--- src/design/minv_pkg.sv ---
`timescale 1ns / 1ps
package minv_pkg;

  localparam int NUM_ELEM = 9;
  localparam int OUT_W    = 32;
  localparam int OUT_FRAC = 16;
  localparam int THR_FRAC = 32;
  localparam int THR_W    = 20;
  localparam int ADDR_W   = 3;
  localparam int DATA_W   = 32;

  localparam logic FUNC_INV3 = 1'b0;
  localparam logic FUNC_INV2 = 1'b1;

  localparam logic REG_THRESHOLD = 1'b0;
  localparam logic [THR_W-1:0] THR_RESET = 20'd4295;

  localparam logic [OUT_W-1:0] SAT_POS = {1'b0, {(OUT_W-1){1'b1}}};
  localparam logic [OUT_W-1:0] SAT_NEG = {1'b1, {(OUT_W-1){1'b0}}};

  // Cofactor i = e[CA]*e[CB] - e[CC]*e[CD]
  localparam int CA [NUM_ELEM] = '{4, 2, 1, 5, 0, 3, 3, 6, 0};
  localparam int CB [NUM_ELEM] = '{8, 7, 5, 6, 8, 2, 7, 1, 4};
  localparam int CC [NUM_ELEM] = '{5, 1, 2, 3, 2, 0, 4, 0, 3};
  localparam int CD [NUM_ELEM] = '{7, 8, 4, 8, 6, 5, 6, 7, 1};

  // Queue status seen by the back end
  typedef struct packed {
    logic avail;
    logic is2;
  } minv_q_t;

endpackage

--- src/design/minv_front.sv ---
`timescale 1ns / 1ps
module minv_front import minv_pkg::*; #(
  parameter int W = 24
) (
  input  logic                clk,
  input  logic                rst,
  input  logic                start,
  input  logic                func,
  input  logic signed [W-1:0] a_in [NUM_ELEM],
  output logic                busy,
  input  logic                pop,
  output minv_q_t             status,
  output logic signed [W-1:0] elem [NUM_ELEM]
);

  logic [1:0]          count;
  logic                wptr;
  logic                rptr;
  logic                is2_mem [2];
  logic signed [W-1:0] emem [2][NUM_ELEM];
  logic                push;
  logic                is2_in;
  logic signed [W-1:0] cls [NUM_ELEM];

  assign busy   = (count == 2'd2);
  assign push   = start && !busy;
  assign is2_in = (func == FUNC_INV2);

  // Drop the elements a 2x2 item does not use
  always_comb begin
    for (int i = 0; i < NUM_ELEM; i++) begin
      cls[i] = a_in[i];
    end
    if (is2_in) begin
      cls[2] = '0;
      cls[5] = '0;
      cls[6] = '0;
      cls[7] = '0;
      cls[8] = '0;
    end
  end

  always_ff @(posedge clk) begin
    if (rst) begin
      count <= 2'd0;
      wptr  <= 1'b0;
      rptr  <= 1'b0;
    end else begin
      if (push) begin
        wptr <= ~wptr;
      end
      if (pop) begin
        rptr <= ~rptr;
      end
      count <= count + 2'(push) - 2'(pop);
    end
  end

  always_ff @(posedge clk) begin
    if (push) begin
      emem[wptr]    <= cls;
      is2_mem[wptr] <= is2_in;
    end
  end

  assign status.avail = (count != 2'd0);
  assign status.is2   = is2_mem[rptr];
  assign elem         = emem[rptr];

  assert property (@(posedge clk) disable iff (rst) count != 2'd3)
    else $error("queue count out of range");
  assert property (@(posedge clk) disable iff (rst) pop |-> count != 2'd0)
    else $error("pop from empty queue");
  assert property (@(posedge clk) disable iff (rst)
    (push && !pop) |=> count == $past(count) + 2'd1)
    else $error("queue count lost a push");

endmodule

--- config.mk ---
export PLATFORM = sky130hd
export DESIGN_NAME = minv_front
export DESIGN_NICKNAME = d
export VERILOG_FILES = /design/src/design/minv_pkg.sv /design/src/design/minv_front.sv
export SDC_FILE = /design/constraint.sdc
export NUM_CORES = 1
export LEC_CHECK = 0
export BUFFER_PORTS_ARGS = -buffer_cell sky130_fd_sc_hd__buf_2
export CAP_MARGIN = 20
export CORE_MARGIN = 2
export CORE_UTILIZATION = 45
export CTS_CLUSTER_DIAMETER = 200
export DETAILED_ROUTE_END_ITERATION = 16
export PLACE_DENSITY = 0.75
export REMOVE_ABC_BUFFERS = 1
export SLEW_MARGIN = 20
export SYNTH_ARGS = -nofsm -noshare
export SYNTH_HDL_FRONTEND = slang
export SYNTH_SLANG_ARGS = --single-unit
--- constraint.sdc ---
create_clock -name clk -period 16.9 [get_ports clk]
set_clock_uncertainty 0.15 [all_clocks]
set_input_delay 1.69 -clock clk [delete_from_list [all_inputs] [get_ports clk]]
set_output_delay 1.69 -clock clk [all_outputs]
set_load 0.05 [all_outputs]
== Word-level counts from Yosys, hierarchy flattened ==
Memory sizes are Yosys's and may differ from the RTL's. A register that Yosys moved wholly into a read port is not among the register bits.
Index checks and enable logic that the tools add are counted.

* Add/subtract/negate cells: 2
* Equal/unequal tests: 1
* Muxes and demuxes: 8
* Bitwise gates (word level): 2
* Reductions and logical operators: 3

{| class="wikitable"
|+ Operator list
! cell !! count
|-
| $mux W96 || 1
|-
| $mux W24 || 1
|-
| $mux W1 || 6
|-
| $add A2 B1 Y2 || 1
|-
| $eq A2 B2 Y1 const B || 1
|-
| $not A1 Y1 || 2
|-
| $reduce_bool A2 Y1 || 1
|-
| $sub A2 B1 Y2 || 1
|-
| $logic_and A1 B1 Y1 || 1
|-
| $logic_not A1 Y1 || 1
|}

* Bits in registers: 4
* Memory bits (writable): 434
* Bits of input ports: 221
* Word-level logic and storage cells: 21
* Memories kept: 2

{| class="wikitable"
|+ Memory list
! name !! words !! bits a word !! rd ports !! clocked after Yosys merged registers in !! wr ports !! line !! source
|-
| emem || 2 || 216 || 1 || 1 || 1 || minv_front.sv:20 || <nowiki>logic signed [W-1:0] emem [2][NUM_ELEM];</nowiki>
|-
| is2_mem || 2 || 1 || 1 || 1 || 1 || minv_front.sv:19 || <nowiki>logic is2_mem [2];</nowiki>
|}

== Longest topological paths before layout ==
Gate-level depths: netlist of the first run.

* Depth after elaboration: 5
* Mapped depth: 8
* Gate-level depth less buffers: 8

== Worst setup path before layout of the first run ==
OpenSTA, ideal clock, no wires.

* Path type: input port to flip-flop
* From: input port start
* To: memory emem[1][0] (netlist bit) (enable)
* Arrival: 6692 ps
* Data required time: 16144 ps
* Slack: 9452 ps
* Stages: 1
* Path buffers: 0
* Cell sequence: and3_1

* Word-level cells in the longest chain between the ends: 3

{| class="wikitable"
|+ RTL lines
! what !! line !! source
|-
| start: declaration || minv_front.sv:7 || <nowiki>input logic start,</nowiki>
|-
| $logic_and A1 B1 Y1 || minv_front.sv:26 || <nowiki>assign push = start && !busy;</nowiki>
|-
| $mux W1 || minv_front.sv:60 || <nowiki>if (push) begin</nowiki>
|-
| $mux W1 (not written as such) || minv_front.sv:61 || <nowiki>emem[wptr] <= cls;</nowiki>
|-
| end: declaration || minv_front.sv:20 ||
|}

Every way passes these cells.

==> parameters.txt, run 1 <==
Parameter                              Value

Finish
  Multi-input combinational cell area    about 3800 um2
  Fraction of layout cells with a size suffix above 1    roughly 55%
  Layout Area Growth over Synthesis    23.5%
  Sequential Area    13100 um2
  Layout fillers    roughly 2900
  Nets    about 1500

GRT
  Global route total overflow    0
  Initial antenna violation count    10
  Number of global-route vias before repair    roughly 9100
  Pin count of the biggest net entering global routing    78
  Overall global routing resource usage    between 15 and 20%
  First-pass GRT wire length    50700 um

Timing
  Time the worst path needs with I/O delays and setup    roughly 5.7 ns
  # setup viols final    0
  Setup repair after global routing missed its margin    false
  Actual slew at the worst max-slew pin    ~1.1 ns
  Final hold vios    0
  Max Clock Freq    approximately 0.18 GHz
  Final cycle utilization of the critical path    roughly 34%
  Worst slack on hold paths    approximately 0.35 ns
  Rel. slew slack    about a quarter
  Setup tns final    0 ns
  Max-slew violations    0

Logic synthesis
  Sequential area share after synthesis    76.5%
  Post-Synthesis Cell Area    ~17000 um2
  Number of synthesized flops with an enable pin    around 430
  Largest cells by area after synthesis    edfxtp_1, mux2_4, mux2_2
  Most instantiated flip-flop cell in the synthesis netlist    edfxtp_1
  Area share of the largest cell type after synthesis    75.9%
  Top cell types by occurrence after synthesis    edfxtp_1, nor2b_1, mux2_4, mux2_2, buf_6
  Leading cell type by number of instances after synthesis    edfxtp_1
  Syn Inst Count    between 800 and 900
  Number of distinct standard cells referenced by the synthesized netlist    20
  Number of synthesized register bits    439
  Number of synthesis warnings    0
  Largest area contributor in the synthesized netlist    edfxtp_1
  Per-instance average area after synthesis    a little over 20 um2
  Async set or reset register ratio after synthesis    0%

Clock tree
  TritonCTS Sinks    439
  Root Driver    clkbuf_16
  # resized after CTS    0
  CTS H-Tree Depth    2
  Later-pin clock latency in the skew report    0.54 ns
  Post CTS Setup Buffer Count    0
  Clock Tree Buf Depth    3
  Number of buffers created by CTS    45
  CTS tree    yes
  Clock slew at reported path FFs    0.06 ns
  Quantity of hold-fixing buffers added after cts    0

Critical path
  R2r startpoint    count[0]
  Delay contributed by the slowest stage of the critical path    between 0.9 and 1 ns
  Critical-path cell with the highest stage delay    buf_4
  Critical Path AT    3.82 ns
  Worst path buffer plus inverter count    3
  Data required, critical path    about 15 ns
  Cell seen most often among critical-path stages    buf_4
  Cell family with the largest share of critical-path delay    buffers and inverters
  Worst-path maximum fanout    between 60 and 70
  Sort of element at the end of the critical path    output pin
  CP Cell Sequence    buf_4 > buf_4 > mux2_2 > buf_2
  Startpoint Class    flip-flop
  Setup Crit Path Kind    reg -> out

Place
  Port bufs    approximately 440
  Routability congestion estimate from global placement    0.771
  DP HPWL    approximately 24000 um

Drt
  Antenna-violating nets left    0
  Post-detailed-route via-to-cell ratio    around 4.9
  DR WL/cell    between 15 and 20 um
  WL final    around 36000 um
  Number of vias in the routed layout    8933
  Number of detailed-routing iterations run before antenna repair    7
  DRC violation count after routing    0
  1st-iter DRT viols    roughly 450

Die
  Boundary pin count    440
  Number of cell rows    71
  Die Width    between 150 and 200 um
  Starting density of the core    ~46%
  Die footprint    ~40000 um2
  Die height    approximately 200 um
  Area inside the core boundary    37600 um2

Flow run
  Maximum capacitance violations    0

Min path
  Min-delay src    wptr
  Worst hold-check path type    reg -> reg

Power and ir drop
  Max rail drop VDD    between 0.0001 and 0.00015 V
  Leakage power total    between 8 and 9 nW
  Power density over cell area    147 nW/um2

Status
  Result of the run    complete, no violations
## registers in the layout (all words and copies together) (netlist names), named ones only
signal,flops
emem,432
rptr,1
is2_mem,2
count,2
wptr,1
## cell families after synthesis
group | count (synthesis) | synth area share [%]
flops | 439 | 76.5
mux | 217 | 16.9
xor+xnor | 3 | 0.153
buf+inv | 41 | 1.66
compound gates | 2 | 0.0582
simple gates | 129 | 4.64
fa+ha+maj | 2 | 0.146
## area by class of cell
cell class / instances / share of cell area, %
multi-input combinational: 353 / 17.7
inverter: 4 / 0.106
antenna: 3 / 0.0354
timing repair buffer: 448 / 10.8
clock inverter: 18 / 0.708
sequential: 439 / 62.0
clock buffer: 59 / 5.70
tap: 511 / 3.02
## cell usage in the layout, fill, tap and decap left out, drive strengths merged, types with 2 or more instances in the layout
master    synthesis  final
ha                2      2
nor2              3      3
edfxtp          434    434
clkinv            0     12
xnor2             2      2
inv               4      4
diode             0      3
buf              25    448
mux2            217    217
nor2b           121    121
bufinv            0      2
clkbuf           12     59
clkinvlp          0      4
dfxtp             5      5
## path summary, 6_finish.rpt
| check | endpoint | slack (ns) | cells after the start |
|---|---|---|---|
| worst min-delay path | wptr | 0.35 | 2 |
| worst max-delay path | elem[36] | 11.24 | 4 |
| worst max register to register | emem[0][36] | 13.94 | 5 |
| worst min register to register | wptr | 0.35 | 2 |
## per-layer routing
layer	routed length, um	vias up	track usage [%]
met5	83	-	0
met4	787	12	5.76
met3	3690	69	7.39
met2	17500	357	28.5
met1	13500	4400	19.6
li1	-	4095	-
## tightest hold or removal path: stages, from the launching register on
cell and delay, ns:
dfxtp_1 0.31, o21ai_0 0.08, a21oi_1 0.07
## power by group
| part | switching [mW] | leakage (nW) | total, mW | internal (mW) |
|---|---|---|---|---|
| logic | 0.561 | 3.41 | 0.779 | 0.218 |
| registers | 0.0377 | 4.14 | 1.41 | 1.37 |
| clock network | 0.386 | 0.651 | 0.918 | 0.532 |
| total | 0.985 | 8.21 | 3.11 | 2.12 |
## through the flow
stage	setup WS, ns	power (mW)	util (%)	area [um2]	std cells
global placement	11.80	2.21	52.7	19800	1754
detailed placement	11.76	2.22	52.7	19800	1754
CTS	11.16	3.14	56.3	21200	1831
floorplan	7.26	2.08	-	16900	796
global route	11.03	3.22	56.4	21200	1835
finish	11.24	3.11	56.4	21200	1835
No activity file was read; power rests on OpenSTA's default activity.
==> run 2, diff against run 1 <==
Settings changed: ABC_AREA set to 1, PLACE_DENSITY 0.75 to 0.74.
Clock period 16.9 ns to 5.4 ns, I/O delays scaled along.
==> run 2 against run 1 <==
Net effect:
- register-to-register slack worse by 11 ns
- worst setup slack lost 8.8 ns
- final cell count increased by 11%
- hold slack got worse by 0.31 ns
- area after synthesis is 1.2% higher
==> parameters.txt, run 2 <==
Parameter                              Value

GRT
  Initial antenna violation count    7 (-3)
  Global route total overflow    0 (unchanged)
  Overall global routing resource usage    17.8% (+0.77 points)
  Pin count of the biggest net entering global routing    113 (+45%)
  First-pass GRT wire length    55600 um (+9.8%)
  Number of global-route vias before repair    10200 (+12%)

Clock tree
  Clock Tree Buf Depth    3 (unchanged)
  CTS tree    yes
  Number of buffers created by CTS    46 (+2.2%)
  Later-pin clock latency in the skew report    0.55 ns (about the same)
  CTS H-Tree Depth    2 (unchanged)
  Root Driver    clkbuf_16
  Clock slew at reported path FFs    0.06 ns (about the same)
  TritonCTS Sinks    439 (unchanged)

Power and ir drop
  Leakage power total    9.22 nW (+12%)
  Power density over cell area    406 nW/um2 (+180%)
  Max rail drop VDD    0.000282 V (+100%)

Logic synthesis
  Async set or reset register ratio after synthesis    0% (unchanged)
  Number of synthesized flops with an enable pin    434 (unchanged)
  Area share of the largest cell type after synthesis    75.0% (-0.91 points)
  Syn Inst Count    961 (+15%)
  Largest cells by area after synthesis    edfxtp_1, mux2_4, mux2_2
  Largest area contributor in the synthesized netlist    edfxtp_1
  Area fraction in and, or, nand and nor cells after synthesis    2.93% (-1.7 points)
  Number of synthesized register bits    439 (unchanged)
  Top cell types by occurrence after synthesis    edfxtp_1, mux2_4, inv_1, nor2_1, mux2_2
  Number of synthesis warnings    0 (unchanged)
  Per-instance average area after synthesis    18.1 um2 (-12%)
  Largest family of logic cells by synthesized area    multiplexers
  Sequential area share after synthesis    75.6% (-0.92 points)
  Post-Synthesis Cell Area    17400 um2 (+1.2%)
  Leading cell type by number of instances after synthesis    edfxtp_1
  Multiplexer area fraction after synthesis    16.9% (about the same)
  Most instantiated flip-flop cell in the synthesis netlist    edfxtp_1
  Fraction of synthesized cell area in xor and xnor cells    0.0504% (-0.10 points)
  Compound-cell area share of the yosys netlist    0.0576% (-0.00070 points)
  Adder-cell share of the synthesized area    0.144% (-0.0018 points)
  Number of distinct standard cells referenced by the synthesized netlist    14 (-30%)

Drt
  Number of vias in the routed layout    9682 (+8.4%)
  1st-iter DRT viols    476 (+5.3%)
  DRC violation count after routing    0 (unchanged)
  WL final    36800 um (+3.4%)
  Antenna-violating nets left    0 (unchanged)
  DR WL/cell    18.0 um (-6.9%)
  Post-detailed-route via-to-cell ratio    4.75 (-2.5%)
  Number of detailed-routing iterations run before antenna repair    7 (unchanged)

Place
  Post-Place Setup Slack    2.82 ns (-8.94 ns)
  Port bufs    439 (unchanged)
  DP HPWL    23300 um (-1.8%)
  Routability congestion estimate from global placement    0.787 (+2.1%)

Timing
  Max-slew violations    0 (unchanged)
  Setup slack of the critical path after layout    2.42 ns (-8.81 ns)
  Setup tns final    0 ns (unchanged)
  Final hold vios    0 (unchanged)
  Actual slew at the worst max-slew pin    0.916 ns (-0.197 ns)
  Final cycle utilization of the critical path    a little under three fifths
  # setup viols final    0 (unchanged)
  Time the worst path needs with I/O delays and setup    2.98 ns
  Setup repair after global routing missed its margin    false
  Max Clock Freq    0.336 GHz
  Worst slack on hold paths    0.0427 ns (-0.311 ns)
  Rel. slew slack    38.9% (+13 points)

Die
  Boundary pin count    440 (unchanged)
  Number of cell rows    71 (unchanged)
  Die footprint    40200 um2 (+1.2%)
  Die height    201 um (+0.59%)
  Starting density of the core    45.9% (+0.23 points)
  Area inside the core boundary    37800 um2 (+0.71%)
  Die Width    201 um (+0.59%)

Critical path
  Cell depth of the worst flop-to-flop path    5 (unchanged)
  Setup Crit Path Kind    reg -> out
  Sort of element at the end of the critical path    output pin
  Critical Path AT    2.29 ns (-1.53 ns)
  Reg2Reg Setup Slack    2.96 ns (-10.98 ns)
  Startpoint Class    flip-flop
  Worst-path maximum fanout    112 (+62%)
  Last element of the critical path    elem[107]
  Endpoint of the worst register-to-register path    emem[1][111]
  R2r startpoint    count[0]
  Data required, critical path    4.71 ns (-10.35 ns)

Finish
  Layout Area Growth over Synthesis    27.8%
  Max FFs per register    432 (unchanged)
  Layout fillers    2911 (+0.34%)
  Nets    1713 (+13%)
  Commonest cells after routing, fill and taps aside    buf_2, edfxtp_1, mux2_4, inv_1, nor2_1
  Sequential Area    13100 um2 (unchanged)
  Largest register by flop count    emem
  Fraction of layout cells with a size suffix above 1    47.8% (-7.4 points)
  Multi-input combinational cell area    3490 um2 (-7.1%)
  Registers with the highest flip-flop counts    emem x432, count x2, is2_mem x2
  Most common cell after layout, fill and taps aside    buf_2

Min path
  Worst hold-check path type    in -> reg

Status
  Result of the run    complete, no violations

Flow run
  Maximum capacitance violations    0 (unchanged)
## run 2: power by group
group          internal [mW]  switching, mW
logic                  0.574           1.34
registers               4.10         0.0701
clock network           1.72           1.23
## run 2: stage by stage
step / instances / total power, mW / util, % / cell area, um2
2_1_floorplan: 924 / 5.81 / - / 17100
3_3_place_gp: 1881 / 6.08 / 53.0 / 20100
3_5_place_dp: 1881 / 6.11 / 53.0 / 20100
4_1_cts: 2034 / 9.10 / 58.7 / 22200
5_1_grt: 2039 / 9.33 / 58.7 / 22200
6_report: 2039 / 9.02 / 58.7 / 22200
## run 2: cells by family after synthesis
family / count (synthesis)
XOR/XNOR: 1
multiplexers: 217
AO/OA/AOI/OAI: 2
flip-flops: 439
AND/OR/NAND/NOR: 135
adder cells (fa/ha/maj): 2
buffers and inverters: 165
## run 2: worst min-delay path by stage
stage / start / end / slack, ns / cells after the start
2_1_floorplan: wptr / wptr / 0.32 / 2
3_3_place_gp: rptr / rptr / 0.35 / 2
3_5_place_dp: rptr / rptr / 0.37 / 2
4_1_cts: a_in[137] / emem[0][137] / 0.0001 / 1
5_1_grt: a_in[182] / emem[0][182] / 0.008 / 1
6_report: a_in[119] / emem[0][119] / 0.04 / 1
## run 2: routing by layer
metal / global-route usage [%] / share of wire (%)
met5: 0 / 0.073
met4: 7.57 / 2.9
met3: 5.68 / 7.9
met2: 29.9 / 50
met1: 21.1 / 40
## run 2: area by class of cell
class / count / share of cell area, %
timing repair buffer: 518 / 13.7
inverter: 128 / 2.20
multi-input combinational: 357 / 15.7
sequential: 439 / 59.1
clock inverter: 17 / 0.518
clock buffer: 64 / 5.82
antenna: 5 / 0.0563
tap: 511 / 2.88
## run 2: timing repair
| item | 4_1_cts | 5_1_grt |
|---|---|---|
| buffers inserted | 0 | 0 |
| hold endpoints to repair | 137 | 0 |
| hold buffers | 72 | 0 |
| gates resized for setup | 0 | 0 |
## run 2: critical path, cell delays in order (launching register included)
cell     delay [ns]
dfxtp_4        0.40
buf_12         0.55
mux2_4         0.36
buf_2          0.21
==> run 3, diff against run 2 <==
Settings changed: PLACE_DENSITY 0.74 to 0.77.
Clock period 5.4 ns to 2.73 ns, I/O delays scaled along.
==> run 3 against run 2 <==
Net effect:
- register-to-register slack got worse by 2.2 ns
- critical path type unchanged
- die area is the same
- total power grew 100%
- highest routed layer is now met4
==> parameters.txt, run 3 (synthesized netlist as in run 2, its figures left out) <==
Parameter                              Value

Finish
  Most common cell after layout, fill and taps aside    buf_2
  Final standard cell area without fillers    24000 um2 (+7.9%)
  Layout Area Growth over Synthesis    37.8%
  Sequential Area    13100 um2 (unchanged)
  Nets    1883 (+9.9%)
  Multi-input combinational cell area    3490 um2 (unchanged)
  Commonest cells after routing, fill and taps aside    buf_2, edfxtp_1, dlygate4sd3_1, mux2_4, inv_1
  Fraction of layout cells with a size suffix above 1    44.2% (-3.6 points)
  Registers with the highest flip-flop counts    emem x432, count x2, is2_mem x2
  Max FFs per register    432 (unchanged)
  Largest register by flop count    emem
  Layout fillers    2550 (-12%)

Clock tree
  Root Driver    clkbuf_16
  CTS H-Tree Depth    2 (unchanged)
  TritonCTS Sinks    439 (unchanged)
  # resized after CTS    0 (unchanged)
  Clock slew at reported path FFs    0.06 ns (about the same)
  CTS tree    yes
  Number of buffers created by CTS    45 (-2.2%)
  Later-pin clock latency in the skew report    0.57 ns (+0.02 ns)
  Clock Tree Buf Depth    3 (unchanged)

Timing
  Setup tns final    0 ns (unchanged)
  Setup slack of the critical path after layout    0.178 ns (-2.24 ns)
  Time the worst path needs with I/O delays and setup    approximately 2.6 ns
  Rel. slew slack    56.7% (+18 points)
  Final cycle utilization of the critical path    93.5%
  Setup repair after global routing missed its margin    false
  Final hold vios    0 (unchanged)
  # setup viols final    0 (unchanged)
  Max-slew violations    0 (unchanged)
  Worst slack on hold paths    0.284 ns (+0.241 ns)
  Max Clock Freq    0.392 GHz
  Actual slew at the worst max-slew pin    0.649 ns (-0.267 ns)

Power and ir drop
  Combinational share of power    22.2% (+1.0 points)
  Leakage power total    9.99 nW (+8.3%)
  Power dissipated by switching net loads    5.37 mW (+100%)
  Part of the total power dissipated in the clock network    32.8% (+0.2 points)
  Switching Fraction    29.3% (+0.10 points)
  Internal power consumption    12.9 mW (+100%)
  Part of the total power dissipated in sequential elements    45.1% (-1.1 points)
  Max rail drop VDD    0.000579 V (+110%)
  Power density over cell area    765 nW/um2 (+88%)

Min path
  Worst hold-check path type    in -> reg

Place
  Post-Place Setup Slack    0.780 ns (-2.04 ns)
  DP HPWL    25000 um (+7.2%)
  Port bufs    439 (unchanged)
  Routability congestion estimate from global placement    0.803 (+2.0%)
  Area of placed instances    20300 um2 (+1.2%)

GRT
  Global route total overflow    0 (unchanged)
  Overall global routing resource usage    20.5% (+2.7 points)
  Number of global-route vias before repair    11500 (+13%)
  Initial antenna violation count    2 (-5)
  First-pass GRT wire length    64300 um (+16%)
  Pin count of the biggest net entering global routing    101 (-11%)

Die
  Starting density of the core    45.9% (unchanged)
  Boundary pin count    440 (unchanged)
  Die footprint    40200 um2 (unchanged)
  Number of cell rows    71 (unchanged)
  Die Width    201 um (unchanged)
  Area inside the core boundary    37800 um2 (unchanged)
  Die height    201 um (unchanged)

Critical path
  Sort of element at the end of the critical path    output pin
  Critical Path AT    2.13 ns (-0.16 ns)
  Worst-path maximum fanout    31 (-72%)
  Setup Crit Path Kind    reg -> out
  Startpoint Class    flip-flop
  Data required, critical path    2.31 ns (-2.40 ns)

Drt
  Number of vias in the routed layout    10600 (+9.3%)
  DR WL/cell    19.0 um (+5.4%)
  Post-detailed-route via-to-cell ratio    4.79 (+0.95%)
  1st-iter DRT viols    683 (+43%)
  Number of detailed-routing iterations run before antenna repair    5 (-2)
  Antenna-violating nets left    0 (unchanged)
  DRC violation count after routing    0 (unchanged)
  WL final    42000 um (+14%)

Flow run
  Maximum capacitance violations    0 (unchanged)

Status
  Result of the run    complete, no violations
[run 3: cell count changes in the layout (fill, tap and decap cells not counted)]
cell | previous run | this run
clkbuf_8 | 1 | 0
inv_6 | 2 | 1
clkinv_1 | 5 | 8
bufinv_16 | 1 | 4
dlygate4sd3_1 | 72 | 221
clkbuf_1 | 14 | 13
clkinv_2 | 8 | 9
clkinv_4 | 1 | 0
clkbuf_16 | 49 | 47
diode_2 | 5 | 2
buf_12 | 5 | 11
buf_4 | 3 | 19
[run 3: power by group through the flow]
stage	Combinational, mW	Sequential (mW)	Clock, mW
global route	4.23	8.30	6.36
global placement	3.73	8.35	0
floorplan	2.87	8.62	0
finish	4.06	8.26	6.00
CTS	4.04	8.25	6.08
detailed placement	3.77	8.39	0
[run 3: critical path, stage by stage, from the launching register on]
cell and delay (ns):
dfxtp_4 0.43, buf_12 0.25, buf_12 0.28, mux2_4 0.34, buf_2 0.21
[run 3: final timing paths]
path,start,endpoint,slack (ns),cells past startpoint
max,flip-flop,elem[200],0.18,4
min,a_in[183],emem[1][183],0.28,2
max reg2reg,count[0],emem[1][96],0.79,5
min reg2reg,rptr,rptr,0.37,2
[run 3: routing by layer]
metal,wire length [um],vias up,GRT usage [%]
met5,0,-,0
met4,1050,0,6.16
met3,3250,78,5.70
met2,21900,478,37.0
met1,15800,5191,23.7
li1,-,4837,-
[run 3: metrics by stage]
step                cells  utilization, %  total power [mW]
finish               2208            63.3              18.3
global route         2208            63.3              18.9
CTS                  2206            63.3              18.4
detailed placement   1903            53.7              12.2
global placement     1903            53.7              12.1
floorplan             924               -              11.5
[run 3: area by class of cell]
class,instances,share of cell area (%)
antenna,2,0.0209
clock buffer,60,5.11
clock inverter,22,0.851
inverter,128,2.04
multi-input combinational,357,14.6
sequential,439,54.8
tap,511,2.67
timing repair buffer,689,19.9
[run 3: repair_timing]
item | CTS | global route
setup endpoints to repair | 0 | 0
hold buffers | 221 | 0
hold endpoints to repair | 437 | 0
buffers inserted | 0 | 0
